## src/hw/rtl/smd_pkg.sv

```systemverilog
// shared types, constants and helpers for the spring-damper point mass block
package smd_pkg;

    localparam int AXES   = 3;
    localparam int AXIS_W = 2;
    localparam int CFG_IDX_W = 2;

    // reciprocal of a 0.001 kg point mass, 1000 in q16.16
    localparam logic [31:0] INV_MASS_RESET = 32'd65536000;

    localparam logic signed [31:0] SAT_MAX = 32'sh7fff_ffff;
    localparam logic signed [31:0] SAT_MIN = 32'sh8000_0000;

    typedef enum logic {
        OP_START = 1'b0,
        OP_TICK  = 1'b1
    } smd_opcode_t;

    typedef enum logic [CFG_IDX_W-1:0] {
        REG_STIFFNESS    = 2'd0,
        REG_DAMPING      = 2'd1,
        REG_INVERSE_MASS = 2'd2
    } smd_reg_idx_t;

    typedef enum logic [3:0] {
        ST_IDLE,
        ST_DIFF,
        ST_SPRING_MUL,
        ST_SPRING_ACC,
        ST_DAMP_MUL,
        ST_DAMP_ACC,
        ST_ACCEL_MUL,
        ST_ACCEL_ACC,
        ST_DV_MUL,
        ST_DV_ACC,
        ST_DP_MUL,
        ST_DP_ACC,
        ST_OUT
    } smd_state_t;

    typedef struct packed {
        logic               opcode;
        logic signed [31:0] proxy_x;
        logic signed [31:0] proxy_y;
        logic signed [31:0] proxy_z;
        logic [31:0]        delta_t;
    } smd_in_t;

    typedef struct packed {
        logic signed [31:0] force_x;
        logic signed [31:0] force_y;
        logic signed [31:0] force_z;
    } smd_out_t;

    // control word for one pass through the shared multiplier
    typedef struct packed {
        logic issue;
        logic flip;
        logic sh32;
    } smd_op_t;

    function automatic logic signed [31:0] neg_sat32(input logic signed [31:0] v);
        logic signed [31:0] r;
        if (v == SAT_MIN) begin
            r = SAT_MAX;
        end else begin
            r = -v;
        end
        return r;
    endfunction

endpackage

```

## src/hw/rtl/smd_mul_unit.sv

```systemverilog
// shared multiply, shift, saturate and accumulate unit
module smd_mul_unit (
    input  logic               aclk,
    input  smd_pkg::smd_op_t   op,
    input  logic [31:0]        opnd_a,
    input  logic signed [32:0] opnd_x,
    input  logic signed [31:0] addend,
    output logic signed [31:0] result
);
    import smd_pkg::*;

    logic [64:0]        prod_reg, prod_next;
    logic               neg_reg, neg_next;
    logic               sh32_reg;
    logic signed [31:0] addend_reg;

    logic        x_neg;
    logic [32:0] x_inv;
    logic [48:0] shifted;
    logic [31:0] lim, mag;
    logic signed [33:0] add_ext, mag_ext, sum;

    // |x| * a as a * ~x + a for negative x
    always_comb begin
        x_neg     = opnd_x[32];
        x_inv     = x_neg ? ~opnd_x : opnd_x;
        prod_next = 65'(opnd_a) * 65'(x_inv) + (x_neg ? 65'(opnd_a) : 65'd0);
        neg_next  = x_neg ^ op.flip;
    end

    always_ff @(posedge aclk) begin
        if (op.issue) begin
            prod_reg   <= prod_next;
            neg_reg    <= neg_next;
            sh32_reg   <= op.sh32;
            addend_reg <= addend;
        end
    end

    // truncate toward zero, clamp magnitude, apply sign with the add
    always_comb begin
        shifted = sh32_reg ? {16'd0, prod_reg[64:32]} : prod_reg[64:16];
        lim     = neg_reg ? 32'h8000_0000 : 32'h7fff_ffff;
        mag     = (shifted > {17'd0, lim}) ? lim : shifted[31:0];
        add_ext = 34'(addend_reg);
        mag_ext = $signed({2'b00, mag});
        sum     = neg_reg ? add_ext - mag_ext : add_ext + mag_ext;
        if (sum > 34'(SAT_MAX)) begin
            result = SAT_MAX;
        end else if (sum < 34'(SAT_MIN)) begin
            result = SAT_MIN;
        end else begin
            result = sum[31:0];
        end
    end

endmodule

```

## src/hw/rtl/spring_damper_point_mass_step_top.sv

```systemverilog
// top level of the three-axis spring-damper point mass step
// A start item (opcode 0) places the virtual mass at the device position and clears its
// velocity in the cycle it is accepted; it gives no result. A tick item (opcode 1) runs
// the spring-damper force, the explicit Euler velocity step and then the position step
// for x, y and z in turn, state and forces in signed q16.16 and the time step in unsigned
// q0.32, with truncation toward zero and 32-bit saturation, and returns one item holding
// the negated force. Every product goes through one shared 32x33 multiplier with a
// registered product, so each axis runs the position difference and then a multiply and
// an accumulate state per product (spring, damper, acceleration, velocity step, position
// step). After the last axis the output state loads the output register, holding while
// the previous result still waits on m_ready, then returns to idle and raises s_ready. A
// finished result sits in its own output register, so the next item is accepted while it
// waits. Configuration registers (stiffness, damping, inverse mass) are written through
// cfg_wr_en/cfg_index/cfg_wdata; writes to index 3 are dropped.
module spring_damper_point_mass_step_top (
    input  logic                              aclk,
    input  logic                              aresetn,
    input  logic                              s_valid,
    output logic                              s_ready,
    input  smd_pkg::smd_in_t                  s_item,
    output logic                              m_valid,
    input  logic                              m_ready,
    output smd_pkg::smd_out_t                 m_item,
    input  logic                              cfg_wr_en,
    input  logic [smd_pkg::CFG_IDX_W-1:0]     cfg_index,
    input  logic [31:0]                       cfg_wdata
);
    import smd_pkg::*;

    // sequencer
    smd_state_t state_reg, state_next;
    logic [AXIS_W-1:0] axis_reg, axis_next;

    // configuration
    logic [31:0] stiffness_reg, damping_reg, inv_mass_reg;

    // mass state per axis
    logic signed [31:0] pos_reg [AXES];
    logic signed [31:0] pos_next [AXES];
    logic signed [31:0] vel_reg [AXES];
    logic signed [31:0] vel_next [AXES];

    // working registers of the current tick
    logic signed [31:0] proxy_reg [AXES];
    logic signed [31:0] proxy_next [AXES];
    logic signed [31:0] force_reg [AXES];
    logic signed [31:0] force_next [AXES];
    logic [31:0]        dt_reg, dt_next;
    logic signed [32:0] diff_reg, diff_next;
    logic signed [31:0] spring_reg, spring_next;
    logic signed [31:0] accel_reg, accel_next;

    // output register
    logic     out_valid_reg, out_valid_next;
    smd_out_t out_item_reg, out_item_next;

    // shared unit hookup
    smd_op_t            mul_op;
    logic [31:0]        mul_a;
    logic signed [32:0] mul_x;
    logic signed [31:0] mul_addend;
    logic signed [31:0] mul_result;

    logic in_accept;
    logic last_axis;

    assign s_ready   = (state_reg == ST_IDLE);
    assign in_accept = s_valid && s_ready;
    assign m_valid   = out_valid_reg;
    assign m_item    = out_item_reg;
    assign last_axis = (axis_reg == AXIS_W'(AXES - 1));

    smd_mul_unit u_mul (
        .aclk   (aclk),
        .op     (mul_op),
        .opnd_a (mul_a),
        .opnd_x (mul_x),
        .addend (mul_addend),
        .result (mul_result)
    );

    // next state, operand selection and write-back
    always_comb begin
        state_next     = state_reg;
        axis_next      = axis_reg;
        dt_next        = dt_reg;
        diff_next      = diff_reg;
        spring_next    = spring_reg;
        accel_next     = accel_reg;
        out_item_next  = out_item_reg;
        out_valid_next = out_valid_reg && !m_ready;
        for (int i = 0; i < AXES; i++) begin
            pos_next[i]   = pos_reg[i];
            vel_next[i]   = vel_reg[i];
            proxy_next[i] = proxy_reg[i];
            force_next[i] = force_reg[i];
        end

        mul_op     = '0;
        mul_a      = '0;
        mul_x      = '0;
        mul_addend = '0;

        case (state_reg)
            ST_IDLE: begin
                if (in_accept) begin
                    if (s_item.opcode == OP_START) begin
                        // start effect: mass jumps to the device, at rest
                        pos_next[0] = s_item.proxy_x;
                        pos_next[1] = s_item.proxy_y;
                        pos_next[2] = s_item.proxy_z;
                        for (int i = 0; i < AXES; i++) begin
                            vel_next[i] = '0;
                        end
                    end else begin
                        proxy_next[0] = s_item.proxy_x;
                        proxy_next[1] = s_item.proxy_y;
                        proxy_next[2] = s_item.proxy_z;
                        dt_next       = s_item.delta_t;
                        axis_next     = '0;
                        state_next    = ST_DIFF;
                    end
                end
            end
            ST_DIFF: begin
                // exact 33-bit spring stretch
                diff_next  = 33'(proxy_reg[axis_reg]) - 33'(pos_reg[axis_reg]);
                state_next = ST_SPRING_MUL;
            end
            ST_SPRING_MUL: begin
                mul_op.issue = 1'b1;
                mul_a        = stiffness_reg;
                mul_x        = diff_reg;
                state_next   = ST_SPRING_ACC;
            end
            ST_SPRING_ACC: begin
                spring_next = mul_result;
                state_next  = ST_DAMP_MUL;
            end
            ST_DAMP_MUL: begin
                // force = spring - c*v, damper term saturated first
                mul_op.issue = 1'b1;
                mul_op.flip  = 1'b1;
                mul_a        = damping_reg;
                mul_x        = 33'(vel_reg[axis_reg]);
                mul_addend   = spring_reg;
                state_next   = ST_DAMP_ACC;
            end
            ST_DAMP_ACC: begin
                force_next[axis_reg] = mul_result;
                state_next           = ST_ACCEL_MUL;
            end
            ST_ACCEL_MUL: begin
                mul_op.issue = 1'b1;
                mul_a        = inv_mass_reg;
                mul_x        = 33'(force_reg[axis_reg]);
                state_next   = ST_ACCEL_ACC;
            end
            ST_ACCEL_ACC: begin
                accel_next = mul_result;
                state_next = ST_DV_MUL;
            end
            ST_DV_MUL: begin
                // v += a*dt, the product never leaves 32 bits so one clamp is exact
                mul_op.issue = 1'b1;
                mul_op.sh32  = 1'b1;
                mul_a        = dt_reg;
                mul_x        = 33'(accel_reg);
                mul_addend   = vel_reg[axis_reg];
                state_next   = ST_DV_ACC;
            end
            ST_DV_ACC: begin
                vel_next[axis_reg] = mul_result;
                state_next         = ST_DP_MUL;
            end
            ST_DP_MUL: begin
                // m += v*dt with the new velocity
                mul_op.issue = 1'b1;
                mul_op.sh32  = 1'b1;
                mul_a        = dt_reg;
                mul_x        = 33'(vel_reg[axis_reg]);
                mul_addend   = pos_reg[axis_reg];
                state_next   = ST_DP_ACC;
            end
            ST_DP_ACC: begin
                pos_next[axis_reg] = mul_result;
                if (last_axis) begin
                    state_next = ST_OUT;
                end else begin
                    axis_next  = axis_reg + AXIS_W'(1);
                    state_next = ST_DIFF;
                end
            end
            ST_OUT: begin
                // wait for the output register to free up
                if (!out_valid_reg || m_ready) begin
                    out_item_next.force_x = neg_sat32(force_reg[0]);
                    out_item_next.force_y = neg_sat32(force_reg[1]);
                    out_item_next.force_z = neg_sat32(force_reg[2]);
                    out_valid_next        = 1'b1;
                    state_next            = ST_IDLE;
                end
            end
            default: begin
                state_next = ST_IDLE;
            end
        endcase
    end

    // control, configuration and mass state
    always_ff @(posedge aclk) begin
        if (!aresetn) begin
            state_reg     <= ST_IDLE;
            axis_reg      <= '0;
            out_valid_reg <= 1'b0;
            stiffness_reg <= '0;
            damping_reg   <= '0;
            inv_mass_reg  <= INV_MASS_RESET;
            for (int i = 0; i < AXES; i++) begin
                pos_reg[i] <= '0;
                vel_reg[i] <= '0;
            end
        end else begin
            state_reg     <= state_next;
            axis_reg      <= axis_next;
            out_valid_reg <= out_valid_next;
            for (int i = 0; i < AXES; i++) begin
                pos_reg[i] <= pos_next[i];
                vel_reg[i] <= vel_next[i];
            end
            if (cfg_wr_en) begin
                case (cfg_index)
                    REG_STIFFNESS:    stiffness_reg <= cfg_wdata;
                    REG_DAMPING:      damping_reg   <= cfg_wdata;
                    REG_INVERSE_MASS: inv_mass_reg  <= cfg_wdata;
                    default: begin
                    end
                endcase
            end
        end
    end

    // working payload, no reset needed
    always_ff @(posedge aclk) begin
        dt_reg       <= dt_next;
        diff_reg     <= diff_next;
        spring_reg   <= spring_next;
        accel_reg    <= accel_next;
        out_item_reg <= out_item_next;
        for (int i = 0; i < AXES; i++) begin
            proxy_reg[i] <= proxy_next[i];
            force_reg[i] <= force_next[i];
        end
    end

`ifndef SYNTHESIS
    // axis counter only ever walks x, y, z
    a_axis_range: assert property (@(posedge aclk) disable iff (!aresetn)
        axis_reg != 2'd3)
        else $error("axis counter out of range");

    // a tick item starts the axis loop
    a_tick_starts: assert property (@(posedge aclk) disable iff (!aresetn)
        (in_accept && s_item.opcode == OP_TICK) |=> (state_reg == ST_DIFF && axis_reg == '0))
        else $error("tick item did not start the axis loop");

    // a start item leaves the mass at rest
    a_start_rest: assert property (@(posedge aclk) disable iff (!aresetn)
        (in_accept && s_item.opcode == OP_START) |=>
        (vel_reg[0] == '0 && vel_reg[1] == '0 && vel_reg[2] == '0))
        else $error("start item did not clear velocity");

    // a new result only appears out of the output state
    a_result_source: assert property (@(posedge aclk) disable iff (!aresetn)
        $rose(out_valid_reg) |-> $past(state_reg) == ST_OUT)
        else $error("result raised outside the output state");

    // a pending result is never overwritten
    a_no_overwrite: assert property (@(posedge aclk) disable iff (!aresetn)
        (out_valid_reg && !m_ready) |=> $stable(out_item_reg))
        else $error("pending result overwritten");
`endif

endmodule

```

## config.mk

```make
export PLATFORM = sky130hd
export DESIGN_NAME = spring_damper_point_mass_step_top
export DESIGN_NICKNAME = d
export VERILOG_FILES = /design/src/hw/rtl/smd_pkg.sv /design/src/hw/rtl/smd_mul_unit.sv /design/src/hw/rtl/spring_damper_point_mass_step_top.sv
export SDC_FILE = /design/constraint.sdc
export NUM_CORES = 2
export LEC_CHECK = 0
export ABC_AREA = 1
export BUFFER_PORTS_ARGS = -buffer_cell sky130_fd_sc_hd__buf_2
export CAP_MARGIN = 20
export CORE_MARGIN = 4
export CORE_UTILIZATION = 55
export DETAILED_ROUTE_END_ITERATION = 8
export GPL_ROUTABILITY_DRIVEN = 0
export HOLD_SLACK_MARGIN = 0.05
export PLACE_DENSITY = 0.75
export SLEW_MARGIN = 10
export SYNTH_ARGS = -nofsm -noshare
export SYNTH_HDL_FRONTEND = slang
export SYNTH_SLANG_ARGS = --single-unit
```

## constraint.sdc

```tcl
create_clock -name aclk -period 8.6 [get_ports aclk]
set_input_delay 1.29 -clock aclk [delete_from_list [all_inputs] [get_ports aclk]]
set_output_delay 1.29 -clock aclk [all_outputs]
set_load 0.02 [all_outputs]
```

Word level (Yosys, flattened, before mapping)
Memories as Yosys holds them, arrays and structs flattened. A register that Yosys moved wholly into a read port is not among the register bits.
Cells that the tools add are included.
{ "classes": {"add_sub_neg": 8, "mul": 1, "div_mod_pow": 0, "order_cmp": 5, "eq_ne": 25, "shift": 0, "muxes": 56, "bitwise": 9, "reduce_logical": 20} }
{ "ops": {"columns": ["operator", "n"], "rows": [
  ["96-bit two-way mux", 8],
  ["32-bit two-way mux", 12],
  ["96-bit case mux with 2 select lines", 2],
  ["96-bit bitwise mux", 3],
  ["33-bit case mux with 4 select lines", 1],
  ["32-bit case mux with 4 select lines", 1],
  ["32-bit == test (second input constant)", 3],
  ["32-bit negation", 3],
  ["32-bit case mux with 3 select lines", 1],
  ["65-bit adder", 1],
  ["32-bit by 33-bit multiplier with 65-bit output", 1],
  ["32-bit demux with 2-bit select", 1],
  ["4-bit case mux with 13 select lines", 1],
  ["49-bit by 32-bit greater-than comparator with 1-bit output", 1],
  ["49-bit two-way mux", 1],
  ["32-bit by 33-bit adder with 34-bit output", 1],
  ["34-bit by 32-bit greater-than comparator with 1-bit output (second input constant)", 1],
  ["34-bit by 32-bit < comparator with 1-bit output (second input constant)", 1],
  ["34-bit two-way mux", 1],
  ["32-bit by 33-bit subtractor with 34-bit output", 1],
  ["33-bit two-way mux", 1],
  ["33-bit inverter", 1],
  ["32-bit by 32-bit subtractor with 33-bit output", 1],
  ["2-bit two-way mux", 11],
  ["other kinds (30)", 65]
]} }
{ "word_totals": {"regBits": 427, "latchBits": 0, "ramBits": 384, "mem_bits_ro": 0, "in_bits": 168, "out_inout_bits": 98, "memories": 4} }
{ "mem_list": {"columns": ["memory", "words", "width", "read_ports", "rd_clocked_by_memory_dff", "write_ports", "line_no", "source"], "rows": [
  ["force_reg", 3, 32, 4, 1, 3, "spring_damper_point_mass_step_top.sv:46", "logic signed [31:0] force_reg [AXES];"],
  ["pos_reg", 3, 32, 4, 1, 3, "spring_damper_point_mass_step_top.sv:38", "logic signed [31:0] pos_reg [AXES];"],
  ["proxy_reg", 3, 32, 1, 1, 3, "spring_damper_point_mass_step_top.sv:44", "logic signed [31:0] proxy_reg [AXES];"],
  ["vel_reg", 3, 32, 4, 1, 3, "spring_damper_point_mass_step_top.sv:40", "logic signed [31:0] vel_reg [AXES];"]
]} }

Longest topological paths before layout
{ "depth": {"depth_word": 11, "depth_mapped": 51, "ltp_nobuf": 50} }

Modules after synthesis
Synthesis repeated with hierarchy kept, for this count alone.
{ "unflattened": {"hier_cells": 9298, "area_unflattened_um2": 75275.9} }
{ "by_module_without_submodules": {"columns": ["module", "instances", "cells_per_inst", "area_each_um2"], "rows": [
  ["smd_mul_unit", 1, 5042, 40822.9],
  ["spring_damper_point_mass_step_top", 1, 4256, 34453.0]
]} }

Worst setup path before layout
Ideal clock, no wire load.
{ "synth_path": {"path_kind": "flip-flop to flip-flop", "startpoint": "register (tool-made name)", "endpoint": "register u_mul.prod_reg[52] (data pin)", "arrival_ns": 8.460, "slack_ns": -0.118, "path_stages_with_launch": 37, "path_buffers": 6, "period_less_slack_ns": 8.718, "cell_sequence": "dfxtp_1 -> clkbuf_1 -> inv_1 -> nor2_1 -> o21ai_0 -> a22o_1 -> or2_1 -> buf_2 -> inv_1 -> clkbuf_1 -> clkbuf_1 -> buf_1 -> buf_1 -> nor2_1 -> fa_1 -> inv_1 -> fa_1 -> fa_1 -> fa_1 -> inv_1 -> fa_1 -> inv_1 -> fa_1 -> fa_1 -> inv_1 -> fa_1 -> ha_1 -> nand4_1 -> nor2_1 -> nand2_1 -> o21ai_1 -> nand2_1 -> o211ai_1 -> a21oi_1 -> o21ai_0 -> a31oi_1 -> xnor2_1"} }
{ "synth_rtl": {"columns": ["item", "line_no", "source"], "rows": [
  ["to (signal assigned)", "smd_mul_unit.sv:33", "prod_reg <= prod_next;"],
  ["to (decl)", "smd_mul_unit.sv:12", "logic [64:0] prod_reg, prod_next;"]
]} }

==> qor.txt <==
Avg WL per Cell: 22.2 µm
Synth cell count leaders: 2160 x nand2_1, 1360 x inv_1, 1051 x nor2_1
Initial Util: 55.5%
Max-Cap Viols: 0
Synthesized Nets: 10371
Post-synthesis average cell area: 8.32 µm²
Die width: 375 µm
Placed Cells: 11246
Max Slew Vio Count: 0
CTS tree: yes
Async SR Flop Fraction: 0%
CP endpoint kind: register
Antenna viol nets, final: 0
CTS H-tree depth: 3
Setup violations, final: 7
CTS Hold Bufs: 0
Syn-to-layout area delta: 18.9%
Die height: 375 µm
Cell variety after synth: 63
Crit-path most repeated cell: fa_1
DR pass1 iterations: 9
Sequential cell area fraction in the yosys report: 28.3%
Initial antenna violation count: 8
Clock Path Buffers: 3
Final count of hold timing violations: 0
Dpl hpwl: 196 mm
Worst setup path category: register to register
Die footprint: 141000 µm²
Skew final: 80.5 ps
Number of global-route vias before repair: 66472
Mapped cell area: 74100 µm²
Core area: 134000 µm²
Number of synthesized flops with an enable pin: 500
Total GRT Usage: 35.2%
Final Util: 66.0%
PortBufs: 265
Via count: 67177
Synth top area share: 25.1%
Slew @ Worst Pin: 1150 ps
Arr. time, crit path: 9040 ps
Share of layout cells above drive strength 1: 18.2%
Synth warn: 0
Reg area: 21000 µm²
Setup ws final: -63.8 ps
Worst VDD drop: 0.000191 V
Vias/cell: 5.86
CTS sink cnt: 797
LEAKAGE: 38.5 nW
Overflow after GRT: 0
Crit-path max FO: 26
Post-Syn Instances: 8904
Synth area leader: fa_1
Ranking of synthesized cells by area: fa_1 25%, edfxtp_1 20%, nand2_1 11%
PwrDens: 136 nW/µm²
Outcome: finished with violations
Ports: 266
Multi-input combinational cell area: 48100 µm²
Reg clk slew, reported paths: 60 ps
Worst skew pair latency: 710 ps
Final cycle utilization of the critical path: 101%
Site Rows: 134
Post-Layout Cell Count: 11472
Slowest stage cell, crit path: fa_1
First-pass GRT wire length: 382 mm
Max transition margin: 23.3%
Worst min path class: register to register
NumNets Final: 11102
CTS root buf: clkbuf_16
Unrepaired setup endpoints after global routing: yes
Count leader, synth: nand2_1
FF+latch count, synth: 797
Startpoint type of the worst setup path: register
Remaining routing DRC violations: 0
Synth Flop Type: edfxtp_1
CP Data Required Time: 8980 ps
Violated checks: setup timing
Max Fclk: 0.115 GHz
Crit path largest cell delay: 570 ps
Wirelength, routed: 255 mm
DRT iter0 DRCs: 9073
Largest net degree at the start of global routing: 102
Fillers: 10249
Total CTS buffers: 83
Minimum clock period after layout: 8660 ps
[cell families after synthesis]
group                    count (synthesis)  share of synthesized area [%]
AND/OR/NAND/NOR                       3759                           20.8
buffers and inverters                 1810                           9.32
adder cells (fa/ha/maj)               1299                           31.4
AO/OA/AOI/OAI                         1075                           8.33
flip-flops                             797                           28.3
XOR/XNOR                               153                           1.81
multiplexers                            11                          0.149
[layer usage]
layer	share of wire, %	vias to the layer above	global-route usage, %
li1	-	29333	-
met1	36	32124	46.5
met2	43	4743	52.2
met3	15	973	11.3
met4	6.6	4	18.3
met5	0.011	-	0
[critical path: cells and delay by family (launching register included)]
family / cells / cell delay (ps)
compound gates: 4 / 1230
xor+xnor: 1 / 70
fa+ha+maj: 9 / 4280
buf+inv: 12 / 1240
flops: 1 / 380
simple gates: 9 / 1110
[layout by cell type, fill, tap and decap left out, types with 15 or more instances in the layout]
cell	count
nand2_1	2090
inv_1	1325
nor2_1	1000
fa_1	903
buf_4	656
edfxtp_1	500
a21oi_1	394
ha_1	341
dfxtp_1	291
o21ai_0	290
nand3_1	283
buf_2	265
xor2_1	108
a21oi_2	99
clkbuf_16	90
buf_12	86
nand2_2	68
nand2_4	66
nand4_1	52
xnor2_1	41
nor2_2	40
o21ai_1	40
o21ai_2	38
nor3_1	38
buf_6	38
or2_2	34
inv_2	31
o221ai_1	31
a31oi_1	27
fa_2	27
ha_4	22
clkbuf_1	21
nor2_4	20
o31ai_1	19
o211ai_1	18
a221oi_2	18
a221oi_1	16
nor4_1	16
a21oi_4	15
[metrics by stage]
step | hold WS, ps | cell area [µm²] | setup TNS (ps) | setup WS [ps] | power, mW
6_report | 446 | 88200 | -170 | -63.8 | 12.0
3_5_place_dp | 439 | 82500 | -17050 | -810 | 7.93
4_1_cts | 448 | 86000 | -23.0 | -19.0 | 11.7
2_1_floorplan | 425 | 74100 | -12.7 | -12.7 | 6.61
5_1_grt | 465 | 88100 | -4930 | -292 | 12.3
3_3_place_gp | 434 | 82500 | -13530 | -741 | 7.87
[path summary, 6_finish.rpt]
path | slack, ps | to | from | cells after the start
min reg2reg | 450 | inv_mass_reg[5] | inv_mass_reg[5] | 2
max reg2reg | -60 | u_mul.prod_reg[60] | register | 35
min | 450 | inv_mass_reg[5] | inv_mass_reg[5] | 2
max | -60 | u_mul.prod_reg[60] | register | 35
[power breakdown]
group | internal [mW] | switching (mW)
logic | 1.09 | 2.54
clock network | 2.14 | 1.58
registers | 4.48 | 0.148
total | 7.70 | 4.26
[timing repair]
action / CTS / global route
gates cloned: 1 / 9
resized for setup: 184 / 419
setup endpoints to repair: 44 / 384
buffers inserted: 16 / 45
pin swaps: 15 / 89
[layout make-up]
cell class | count | area share, %
clock buffer | 115 | 2.63
sequential | 797 | 23.8
timing repair buffer | 1064 | 9.94
multi-input combinational | 6300 | 54.5
antenna | 6 | 0.0170
inverter | 1389 | 6.05
clock inverter | 33 | 0.519
tap | 1768 | 2.51
No activity file was read; power rests on OpenSTA's default activity.
